**src/hw/rtl/dnlp_pkg.sv**
```systemverilog
// Package for the node line parser: result kinds, error codes, parse phases and
// the record type passed from the front classifier to the back emitter.
// Used by every module in hw/rtl; no dependencies.
package dnlp_pkg;

   localparam logic [2:0] KIND_OP    = 3'd0;
   localparam logic [2:0] KIND_ARG   = 3'd1;
   localparam logic [2:0] KIND_CMT   = 3'd2;
   localparam logic [2:0] KIND_JUNK  = 3'd3;
   localparam logic [2:0] KIND_NODE  = 3'd4;
   localparam logic [2:0] KIND_JLINE = 3'd5;
   localparam logic [2:0] KIND_ERR   = 3'd6;

   localparam logic [2:0] ERR_NONE     = 3'd0;
   localparam logic [2:0] ERR_TOOLARGE = 3'd1;
   localparam logic [2:0] ERR_BADNEG   = 3'd2;
   localparam logic [2:0] ERR_MISSNUM  = 3'd3;
   localparam logic [2:0] ERR_MISSOP   = 3'd4;
   localparam logic [2:0] ERR_QUOTE    = 3'd5;

   localparam logic [7:0] CH_HASH  = 8'h23;
   localparam logic [7:0] CH_SEMI  = 8'h3B;
   localparam logic [7:0] CH_MINUS = 8'h2D;
   localparam logic [7:0] CH_QUOTE = 8'h22;
   localparam logic [7:0] CH_ONE   = 8'h31;
   localparam logic [7:0] CH_SPACE = 8'h20;
   localparam logic [7:0] CH_TAB   = 8'h09;
   localparam int unsigned RADIX   = 10;

   typedef enum logic [3:0] {
      PH_START, PH_JUNK, PH_NUM_FIRST, PH_NUM_DIGITS, PH_NEG_ONE, PH_NEG_AFTER,
      PH_OP_FIRST, PH_OP_MORE, PH_AFTER_OP, PH_ARGS, PH_AFTER_ARGS,
      PH_COMMENT, PH_IGNORE
   } phase_type;

   // Token from the front part: a kind and character, or a record / error cue.
   typedef struct packed {
      logic [2:0] kind;
      logic [7:0] text_char;
      logic [2:0] error_code;
      logic [1:0] error_field;
   } token_type;

   function automatic logic is_digit(input logic [7:0] c);
      return (c >= 8'h30) && (c <= 8'h39);
   endfunction

   function automatic logic is_blank(input logic [7:0] c);
      return (c == CH_SPACE) || (c == CH_TAB);
   endfunction

   function automatic logic is_alnum(input logic [7:0] c);
      return is_digit(c) || ((c >= 8'h41) && (c <= 8'h5A)) ||
             ((c >= 8'h61) && (c <= 8'h7A));
   endfunction

endpackage

```
**src/hw/rtl/dnlp_front.sv**
```systemverilog
// Front part: line classifier and number accumulator, one character per cycle
// unless stalled. Uses dnlp_pkg; produces tokens, held numbers and chain number.
module dnlp_front #(
   parameter int NUMBER_WIDTH      = 32,
   parameter int CHAIN_COUNT_WIDTH = 16
) (
   input  logic                         clock,
   input  logic                         reset,
   input  logic                         in_valid,
   input  logic [7:0]                   in_ch,
   input  logic                         in_line_end,
   output logic                         in_stall,
   output logic                         tok_valid,
   output dnlp_pkg::token_type          tok,
   output logic [CHAIN_COUNT_WIDTH-1:0] tok_chain,
   output logic [4*NUMBER_WIDTH-1:0]    tok_nums,
   input  logic                         tok_stall
);
   localparam logic [NUMBER_WIDTH-1:0] NUM_MAX = {1'b0, {(NUMBER_WIDTH-1){1'b1}}};
   localparam logic [NUMBER_WIDTH-1:0] NUM_TEN = NUMBER_WIDTH'(dnlp_pkg::RADIX);

   dnlp_pkg::phase_type          phase_ff, phase_in;
   logic                         block_ff, block_in;
   logic                         halted_ff, halted_in;
   logic [1:0]                   field_ff, field_in;
   logic [CHAIN_COUNT_WIDTH-1:0] chain_ff, chain_in;
   logic [NUMBER_WIDTH-1:0]      acc_ff, acc_in;
   logic [NUMBER_WIDTH-1:0]      held_ff [4];
   logic [NUMBER_WIDTH-1:0]      store_val;
   logic                         store_en;
   logic                         emit;
   dnlp_pkg::token_type          t;
   logic [NUMBER_WIDTH-1:0]      digit;
   logic [NUMBER_WIDTH+3:0]      times_ten;
   logic                         fire;

   assign in_stall = tok_stall;
   assign fire     = in_valid && !tok_stall && !halted_ff;
   assign digit    = NUMBER_WIDTH'(in_ch - 8'h30);
   assign times_ten = (NUMBER_WIDTH+4)'(acc_ff) * (NUMBER_WIDTH+4)'(NUM_TEN)
                    + (NUMBER_WIDTH+4)'(digit);

   // Two passes at most: a phase that falls through hands the character on.
   always_comb begin
      dnlp_pkg::phase_type ph;
      logic again;
      ph        = phase_ff;
      phase_in  = phase_ff;
      block_in  = block_ff;
      halted_in = halted_ff;
      field_in  = field_ff;
      chain_in  = chain_ff;
      acc_in    = acc_ff;
      store_en  = 1'b0;
      store_val = acc_ff;
      emit      = 1'b0;
      t         = '{kind: dnlp_pkg::KIND_OP, text_char: in_ch,
                    error_code: dnlp_pkg::ERR_NONE, error_field: 2'd0};
      again     = 1'b1;
      for (int pass = 0; pass < 3; pass++) begin
         if (again) begin
            again = 1'b0;
            case (ph)
               dnlp_pkg::PH_START: begin
                  if (!in_line_end && in_ch == dnlp_pkg::CH_HASH) begin
                     block_in = 1'b1;
                     field_in = 2'd0;
                     ph = dnlp_pkg::PH_NUM_FIRST;
                  end else begin
                     if (block_ff) begin
                        block_in = 1'b0;
                        if (chain_ff != {CHAIN_COUNT_WIDTH{1'b1}})
                           chain_in = chain_ff + 1'b1;
                     end
                     ph = dnlp_pkg::PH_JUNK;
                     again = 1'b1;
                  end
               end
               dnlp_pkg::PH_JUNK: begin
                  emit = 1'b1;
                  if (in_line_end) begin
                     t.kind = dnlp_pkg::KIND_JLINE;
                     t.text_char = 8'd0;
                     ph = dnlp_pkg::PH_START;
                  end else begin
                     t.kind = dnlp_pkg::KIND_JUNK;
                  end
               end
               dnlp_pkg::PH_NUM_FIRST: begin
                  if (!in_line_end && field_in != 2'd0 && dnlp_pkg::is_blank(in_ch)) begin
                  end else if (!in_line_end && dnlp_pkg::is_digit(in_ch)) begin
                     acc_in = digit;
                     ph = dnlp_pkg::PH_NUM_DIGITS;
                  end else if (!in_line_end && in_ch == dnlp_pkg::CH_MINUS) begin
                     ph = dnlp_pkg::PH_NEG_ONE;
                  end else begin
                     emit = 1'b1; halted_in = 1'b1;
                     t = '{dnlp_pkg::KIND_ERR, 8'd0, dnlp_pkg::ERR_MISSNUM, field_in};
                  end
               end
               dnlp_pkg::PH_NUM_DIGITS: begin
                  if (!in_line_end && dnlp_pkg::is_digit(in_ch)) begin
                     if (times_ten > (NUMBER_WIDTH+4)'(NUM_MAX)) begin
                        emit = 1'b1; halted_in = 1'b1;
                        t = '{dnlp_pkg::KIND_ERR, 8'd0, dnlp_pkg::ERR_TOOLARGE, field_ff};
                     end else begin
                        acc_in = times_ten[NUMBER_WIDTH-1:0];
                     end
                  end else begin
                     store_en = 1'b1; store_val = acc_ff;
                     if (field_ff != 2'd3) begin
                        field_in = field_ff + 2'd1;
                        ph = dnlp_pkg::PH_NUM_FIRST;
                     end else begin
                        ph = dnlp_pkg::PH_OP_FIRST;
                     end
                     again = 1'b1;
                  end
               end
               dnlp_pkg::PH_NEG_ONE: begin
                  if (!in_line_end && in_ch == dnlp_pkg::CH_ONE) begin
                     ph = dnlp_pkg::PH_NEG_AFTER;
                  end else begin
                     emit = 1'b1; halted_in = 1'b1;
                     t = '{dnlp_pkg::KIND_ERR, 8'd0, dnlp_pkg::ERR_BADNEG, field_ff};
                  end
               end
               dnlp_pkg::PH_NEG_AFTER: begin
                  if (!in_line_end && dnlp_pkg::is_digit(in_ch)) begin
                     emit = 1'b1; halted_in = 1'b1;
                     t = '{dnlp_pkg::KIND_ERR, 8'd0, dnlp_pkg::ERR_BADNEG, field_ff};
                  end else begin
                     store_en = 1'b1; store_val = '1;
                     if (field_ff != 2'd3) begin
                        field_in = field_ff + 2'd1;
                        ph = dnlp_pkg::PH_NUM_FIRST;
                     end else begin
                        ph = dnlp_pkg::PH_OP_FIRST;
                     end
                     again = 1'b1;
                  end
               end
               dnlp_pkg::PH_OP_FIRST: begin
                  if (!in_line_end && dnlp_pkg::is_blank(in_ch)) begin
                  end else if (!in_line_end && dnlp_pkg::is_alnum(in_ch)) begin
                     emit = 1'b1; t.kind = dnlp_pkg::KIND_OP;
                     ph = dnlp_pkg::PH_OP_MORE;
                  end else begin
                     emit = 1'b1; halted_in = 1'b1;
                     t = '{dnlp_pkg::KIND_ERR, 8'd0, dnlp_pkg::ERR_MISSOP, 2'd0};
                  end
               end
               dnlp_pkg::PH_OP_MORE: begin
                  if (!in_line_end && dnlp_pkg::is_alnum(in_ch)) begin
                     emit = 1'b1; t.kind = dnlp_pkg::KIND_OP;
                  end else begin
                     ph = dnlp_pkg::PH_AFTER_OP;
                     again = 1'b1;
                  end
               end
               dnlp_pkg::PH_AFTER_OP, dnlp_pkg::PH_AFTER_ARGS: begin
                  if (in_line_end) begin
                     emit = 1'b1; t.kind = dnlp_pkg::KIND_NODE; t.text_char = 8'd0;
                     ph = dnlp_pkg::PH_START;
                  end else if (dnlp_pkg::is_blank(in_ch)) begin
                  end else if (ph == dnlp_pkg::PH_AFTER_OP && in_ch == dnlp_pkg::CH_QUOTE) begin
                     emit = 1'b1; t.kind = dnlp_pkg::KIND_ARG;
                     ph = dnlp_pkg::PH_ARGS;
                  end else if (in_ch == dnlp_pkg::CH_SEMI) begin
                     emit = 1'b1; t.kind = dnlp_pkg::KIND_CMT;
                     ph = dnlp_pkg::PH_COMMENT;
                  end else begin
                     ph = dnlp_pkg::PH_IGNORE;
                  end
               end
               dnlp_pkg::PH_ARGS: begin
                  emit = 1'b1;
                  if (in_line_end) begin
                     halted_in = 1'b1;
                     t = '{dnlp_pkg::KIND_ERR, 8'd0, dnlp_pkg::ERR_QUOTE, 2'd0};
                  end else begin
                     t.kind = dnlp_pkg::KIND_ARG;
                     if (in_ch == dnlp_pkg::CH_QUOTE) ph = dnlp_pkg::PH_AFTER_ARGS;
                  end
               end
               dnlp_pkg::PH_COMMENT, dnlp_pkg::PH_IGNORE: begin
                  if (in_line_end) begin
                     emit = 1'b1; t.kind = dnlp_pkg::KIND_NODE; t.text_char = 8'd0;
                     ph = dnlp_pkg::PH_START;
                  end else if (ph == dnlp_pkg::PH_COMMENT) begin
                     emit = 1'b1; t.kind = dnlp_pkg::KIND_CMT;
                  end
               end
               default: begin
                  ph = dnlp_pkg::PH_START;
               end
            endcase
         end
      end
      phase_in = ph;
   end

   always_ff @(posedge clock) begin
      if (reset) begin
         phase_ff  <= dnlp_pkg::PH_START;
         block_ff  <= 1'b0;
         halted_ff <= 1'b0;
         field_ff  <= 2'd0;
         chain_ff  <= '0;
         acc_ff    <= '0;
         tok_valid <= 1'b0;
         for (int i = 0; i < 4; i++) held_ff[i] <= '0;
      end else if (!tok_stall) begin
         tok_valid <= fire && emit;
         if (fire) begin
            phase_ff  <= phase_in;
            block_ff  <= block_in;
            halted_ff <= halted_in;
            field_ff  <= field_in;
            chain_ff  <= chain_in;
            acc_ff    <= acc_in;
            if (store_en) held_ff[field_ff] <= store_val;
         end
      end
   end

   always_ff @(posedge clock) begin
      if (!tok_stall && fire) begin
         tok       <= t;
         tok_chain <= chain_in;
      end
   end

   assign tok_nums = {held_ff[3], held_ff[2], held_ff[1], held_ff[0]};
endmodule

```
**src/hw/rtl/dnlp_back.sv**
```systemverilog
// Back part: two-entry skid queue that turns tokens into result transfers.
// Depends on dnlp_pkg; fed by dnlp_front.
module dnlp_back #(
   parameter int NUMBER_WIDTH      = 32,
   parameter int CHAIN_COUNT_WIDTH = 16
) (
   input  logic                         clock,
   input  logic                         reset,
   input  logic                         tok_valid,
   input  dnlp_pkg::token_type          tok,
   input  logic [CHAIN_COUNT_WIDTH-1:0] tok_chain,
   input  logic [4*NUMBER_WIDTH-1:0]    tok_nums,
   output logic                         tok_stall,
   output logic                         out_valid,
   output dnlp_pkg::token_type          out_tok,
   output logic [CHAIN_COUNT_WIDTH-1:0] out_chain,
   output logic [4*NUMBER_WIDTH-1:0]    out_nums,
   input  logic                         out_stall
);
   localparam int EW = $bits(dnlp_pkg::token_type) + CHAIN_COUNT_WIDTH + 4*NUMBER_WIDTH;
   logic [EW-1:0] q_ff [2];
   logic          rd_ff, wr_ff;
   logic [1:0]    cnt_ff;
   logic [EW-1:0] entry;
   logic          push, pop;
   logic [NUMBER_WIDTH*4-1:0] nums;

   // Numbers travel only with node records; other kinds carry zeros.
   assign nums  = (tok.kind == dnlp_pkg::KIND_NODE) ? tok_nums : '0;
   assign entry = {tok, tok_chain, nums};
   assign tok_stall = (cnt_ff == 2'd2);
   assign push = tok_valid && !tok_stall;
   assign pop  = out_valid && !out_stall;
   assign out_valid = (cnt_ff != 2'd0);
   assign {out_tok, out_chain, out_nums} = q_ff[rd_ff];

   always_ff @(posedge clock) begin
      if (reset) begin
         rd_ff <= 1'b0; wr_ff <= 1'b0; cnt_ff <= 2'd0;
      end else begin
         if (push) wr_ff <= !wr_ff;
         if (pop)  rd_ff <= !rd_ff;
         cnt_ff <= cnt_ff + {1'b0, push} - {1'b0, pop};
      end
   end

   always_ff @(posedge clock) begin
      if (push) q_ff[wr_ff] <= entry;
   end
endmodule

```
**src/hw/rtl/dag_node_line_parser_top.sv**
```systemverilog
// Top level of the node line parser: front classifier, token queue, result port.
// Depends on dnlp_pkg, dnlp_front and dnlp_back.
//
//   channel | ports                               | direction
//   req     | req_valid req_stall req_ch          | in, one character per transfer
//           | req_line_end                        |
//   rsp     | rsp_valid rsp_stall rsp_kind ...    | out, at most one per character
//
// A character is taken every cycle unless req stalls; its result, if any,
// passes the front token register and then the back queue before rsp offers it.
// The rate is set by the combinational front phase logic and number accumulator.
// Reset is synchronous and clears phases, counters and the queue.
// The front stalls only when the two-entry queue in the back part is full; req
// stalls in the same cycle and the front token register holds its transfer.
// After an error the block takes characters and drops them until reset.
module dag_node_line_parser_top #(
   parameter int NUMBER_WIDTH      = 32,
   parameter int CHAIN_COUNT_WIDTH = 16
) (
   input  logic                          clock,
   input  logic                          reset,
   input  logic                          req_valid,
   output logic                          req_stall,
   input  logic [7:0]                    req_ch,
   input  logic                          req_line_end,
   output logic                          rsp_valid,
   input  logic                          rsp_stall,
   output logic [2:0]                    rsp_kind,
   output logic [7:0]                    rsp_text_char,
   output logic [CHAIN_COUNT_WIDTH-1:0]  rsp_chain_index,
   output logic signed [NUMBER_WIDTH-1:0] rsp_node_identity,
   output logic signed [NUMBER_WIDTH-1:0] rsp_left_child,
   output logic signed [NUMBER_WIDTH-1:0] rsp_right_child,
   output logic signed [NUMBER_WIDTH-1:0] rsp_next_node,
   output logic [2:0]                    rsp_error_code,
   output logic [1:0]                    rsp_error_field
);
   logic                         tok_valid, tok_stall;
   dnlp_pkg::token_type          tok, out_tok;
   logic [CHAIN_COUNT_WIDTH-1:0] tok_chain;
   logic [4*NUMBER_WIDTH-1:0]    tok_nums, out_nums;

   dnlp_front #(.NUMBER_WIDTH(NUMBER_WIDTH), .CHAIN_COUNT_WIDTH(CHAIN_COUNT_WIDTH)) u_front (
      .clock, .reset,
      .in_valid(req_valid), .in_ch(req_ch), .in_line_end(req_line_end),
      .in_stall(req_stall),
      .tok_valid, .tok, .tok_chain, .tok_nums, .tok_stall
   );

   dnlp_back #(.NUMBER_WIDTH(NUMBER_WIDTH), .CHAIN_COUNT_WIDTH(CHAIN_COUNT_WIDTH)) u_back (
      .clock, .reset,
      .tok_valid, .tok, .tok_chain, .tok_nums, .tok_stall,
      .out_valid(rsp_valid), .out_tok, .out_chain(rsp_chain_index), .out_nums,
      .out_stall(rsp_stall)
   );

   assign rsp_kind          = out_tok.kind;
   assign rsp_text_char     = out_tok.text_char;
   assign rsp_error_code    = out_tok.error_code;
   assign rsp_error_field   = out_tok.error_field;
   assign rsp_node_identity = out_nums[NUMBER_WIDTH-1:0];
   assign rsp_left_child    = out_nums[2*NUMBER_WIDTH-1:NUMBER_WIDTH];
   assign rsp_right_child   = out_nums[3*NUMBER_WIDTH-1:2*NUMBER_WIDTH];
   assign rsp_next_node     = out_nums[4*NUMBER_WIDTH-1:3*NUMBER_WIDTH];
endmodule

```
**config.mk**
```make
export PLATFORM = sky130hd
export DESIGN_NAME = dag_node_line_parser_top
export DESIGN_NICKNAME = d
export VERILOG_FILES = /design/src/hw/rtl/dnlp_pkg.sv /design/src/hw/rtl/dnlp_front.sv /design/src/hw/rtl/dnlp_back.sv /design/src/hw/rtl/dag_node_line_parser_top.sv
export SDC_FILE = /design/constraint.sdc
export NUM_CORES = 1
export LEC_CHECK = 0
export BUFFER_PORTS_ARGS = -buffer_cell sky130_fd_sc_hd__buf_2
export CORE_ASPECT_RATIO = 0.5
export CORE_UTILIZATION = 40
export DETAILED_ROUTE_END_ITERATION = 10
export SLEW_MARGIN = 20
export SYNTH_ARGS = -nofsm -noshare
export SYNTH_HDL_FRONTEND = slang
export SYNTH_SLANG_ARGS = --single-unit
```
**constraint.sdc**
```tcl
create_clock -name clock -period 16.01 [get_ports clock]
set_clock_uncertainty 0.15 [all_clocks]
set_input_delay 0.8005 -clock clock [delete_from_list [all_inputs] [get_ports clock]]
set_output_delay 0.8005 -clock clock [all_outputs]
set_load 0.02 [all_outputs]
```
==> impl_metrics.env <==
export IMPL_path_cells="ha_1, ha_1, fa_1, a211oi_1, o21ai_1, o211ai_1, nand2_1, a21o_1, a21oi_1, o21ai_0, xor2_1, ha_1, nand4_1, or2_2, a2111oi_4, or4b_1, nand3_1, or4_4, o211ai_1, nand2b_1, o31a_1"
export IMPL_worst_pin_slew_ps=1040
export IMPL_ir_worst_vdd_mv=0.135
export IMPL_insertion_delay_ps=610
export IMPL_sequentialPowerShare_pct=42.3
export IMPL_antenna_left=0
export IMPL_hold_buffers=0
export IMPL_path_delay_family="compound AO/OA/AOI/OAI gates"
export IMPL_routedWlPerCell_um=21.3
export IMPL_design_area_sq_mm=0.0304
export IMPL_postCtsResizedCells=0
export IMPL_grt_pass1_wl_um=106000
export IMPL_clk_pin_slew_ps=70
export IMPL_holdCritPathClass="register to register"
export IMPL_power_frac_comb_pct=30.3
export IMPL_drtIter0Drc=1539
export IMPL_firstDrtPassIters=5
export IMPL_initial_utilization_pct=41.0
export IMPL_yosysTopAreaCellShare_pct=53.5
export IMPL_num_vias=18300
export IMPL_critical_path_startpoint_type="register"
export IMPL_setup_viol=0
export IMPL_ys_top_cells_by_count="480 x edfxtp_1, 260 x nor2_1, 164 x mux2_2"
export IMPL_htree_levels=2
export IMPL_status="finished clean"
export IMPL_grt_max_degree=147
export IMPL_syn_num_nets=2349
export IMPL_synth_edf_count=480
export IMPL_cpMaxStageDelayCell="or4_4"
export IMPL_critPathMaxFanout=8
export IMPL_synth_area_leader_cell="edfxtp_1"
export IMPL_synth_area_sq_mm=0.0269
export IMPL_syn_to_final_growth_pct=12.8
export IMPL_fillers=6051
export IMPL_cp_startpoint="u_front.acc_ff[1]"
export IMPL_synth_area_top_cells="edfxtp_1 54%, mux2_2 6.9%, ha_1 4.7%"
export IMPL_cts_sinks=542
export IMPL_cp_end_kind="register"
export IMPL_synth_most_common_cell="edfxtp_1"
export IMPL_ff2ff_setup_slack_ps=9250
export IMPL_synth_ff_type="edfxtp_1"
export IMPL_die_h_um=185
export IMPL_hold_viol=0
export IMPL_yosysWarningCount=0
export IMPL_die_w_um=369
export IMPL_p_switching_w=0.00155
export IMPL_slew_headroom_pct=30.4
export IMPL_routed_wl_um=70100
export IMPL_fin_hold_ws_ps=298
export IMPL_cts_root_buf="clkbuf_16"
export IMPL_grt_setup_unrepaired="no"
export IMPL_cts_tree="built"
export IMPL_min_period_ps=6760
export IMPL_drive_gt1_share_pct=20.7
export IMPL_antenna_found_initial=1
export IMPL_min_to="u_back.q_ff[1][131]"
export IMPL_sw_frac_of_total_pct=33.9
export IMPL_clk_path_buf_depth=3
export IMPL_p_leak_nw=11.1
export IMPL_place_area_sq_mm=0.0286
export IMPL_p_clk_share_pct=27.4
export IMPL_yosysUniqueCellTypes=100
export IMPL_grtUsageTotal_pct=20.0
export IMPL_place_gp_congestion=0.926
export IMPL_grt_pass1_vias=17500
export IMPL_tns_ps=0
export IMPL_synth_async_reset_ratio_pct=0
export IMPL_ys_ff_latch=542
export IMPL_grt_ovfl_total=0
export IMPL_maxCapViolations=0
export IMPL_max_freq_ghz=0.148
export IMPL_nets=2477
export IMPL_die_area_sq_mm=0.0684
export IMPL_ios=175
export IMPL_critical_path_class="register to register"
export IMPL_crit_buf_inv=0
export IMPL_hpwl_um=46500
export IMPL_num_antenna_cells=0
export IMPL_internal_power_w=0.00303
export IMPL_critPathMaxStageDelay_ps=570
export IMPL_hp_start="u_front.tok_chain[3]"
export IMPL_vias_per_cell=5.57
export IMPL_worstPathArrival_ps=6960
export IMPL_drc=0
export IMPL_r2r_worst_path_cells=21
export IMPL_core_sq_mm=0.0657
export IMPL_port_buffers=174
export IMPL_r2r_end="u_front.tok[14]"
export IMPL_maxSlewViolCount=0
export IMPL_cts_setup_buffers=0
export IMPL_rr_startpoint="u_front.acc_ff[1]"
export IMPL_cpMostUsedCell="ha_1"
export IMPL_min_path_cells=0
export IMPL_period_share_pct=42.2
export IMPL_power_per_cell_area_mw_per_mm2=151
export IMPL_cp_required_ps=16210
export IMPL_netlist_instances=2233
export IMPL_row_count=66
export IMPL_ys_seq_area_share_pct=58.1
export IMPL_avgSynthCellArea_sq_um=12.1
export IMPL_cts_buffers=50
==> stage by stage <==
| step | utilization [%] | setup slack (ps) | std cells | power, W |
|---|---|---|---|---|
| floorplan | - | 7970 | 2233 | 0.00292 |
| global placement | 43.6 | 9420 | 3193 | 0.00336 |
| detailed placement | 43.6 | 9340 | 3193 | 0.00337 |
| CTS | 46.2 | 9310 | 3287 | 0.00462 |
| global route | 46.2 | 8800 | 3287 | 0.00478 |
| finish | 46.2 | 9250 | 3287 | 0.00458 |
==> placed cells by master (no fill, tap or decap), types with 51 or more instances in the layout <==
master / netlist / final
xnor2_1: 56 / 56
a21oi_1: 132 / 132
dfxtp_1: 62 / 60
edfxtp_1: 480 / 480
and2_1: 137 / 137
nand2_1: 135 / 135
clkbuf_16: 0 / 51
nor2_1: 260 / 258
buf_2: 15 / 174
mux2_2: 164 / 164
ha_1: 101 / 101
==> registers in the layout, indices dropped and copies added (netlist names), named ones only <==
name	cells
u_back.q_ff	320
u_front.held_ff	128
u_front.acc_ff	32
u_front.chain_ff	16
u_front.tok	16
u_front.tok_chain	16
u_front.phase_ff	4
u_back.cnt_ff	2
u_front.field_ff	2
u_back.rd_ff	1
u_back.wr_ff	1
u_front.block_ff	1
u_front.halted_ff	1
u_front.tok_valid	1
==> worst max-delay path by stage <==
stage	slack, ps	cells after the start	endpoint
after floorplan	7970	4	u_back.q_ff[0][0]
after global placement	9420	22	u_front.tok[14]
after detailed placement	9340	22	u_front.tok[14]
after CTS	9310	22	u_front.tok[14]
after global routing	8800	25	u_front.acc_ff[16]
final	9250	21	u_front.tok[14]
==> area by class of cell <==
| class | instances | area [sq um] | share of cell area, % |
|---|---|---|---|
| multi-input cells | 1531 | 10600 | 35.1 |
| flip-flops and latches | 542 | 15700 | 51.6 |
| repair buffers | 203 | 1100 | 3.63 |
| inverters | 33 | 124 | 0.408 |
| well taps | 884 | 1110 | 3.64 |
| clock inverters | 24 | 293 | 0.964 |
| clock buffers | 70 | 1430 | 4.70 |
==> power groups by stage <==
stage | combinational (W) | clock, W | sequential, W
6_report | 0.00139 | 0.00125 | 0.00194
5_1_grt | 0.00149 | 0.00133 | 0.00196
4_1_cts | 0.00141 | 0.00127 | 0.00194
3_5_place_dp | 0.00140 | 0 | 0.00197
3_3_place_gp | 0.00140 | 0 | 0.00196
2_1_floorplan | 0.000952 | 0 | 0.00196
==> cell families after synthesis <==
family | Yosys count | synth area share [%]
buffers and inverters | 160 | 2.45
xor gates and xnor gates | 86 | 2.80
AOI/OAI and AO/OA | 438 | 11.0
muxes | 172 | 7.16
DFF | 542 | 58.1
and+or+nand+nor | 732 | 13.6
adders and majority gates | 103 | 4.84
==> metal layers <==
metal	track usage [%]	routed length (um)	vias up	share of wire (%)
li1	-	-	8596	-
met1	28.8	32400	9135	46
met2	32.3	32800	490	47
met3	2.90	3830	77	5.5
met4	3.83	996	0	1.4
met5	0	0	-	0
No activity file was read; power rests on OpenSTA's default activity.
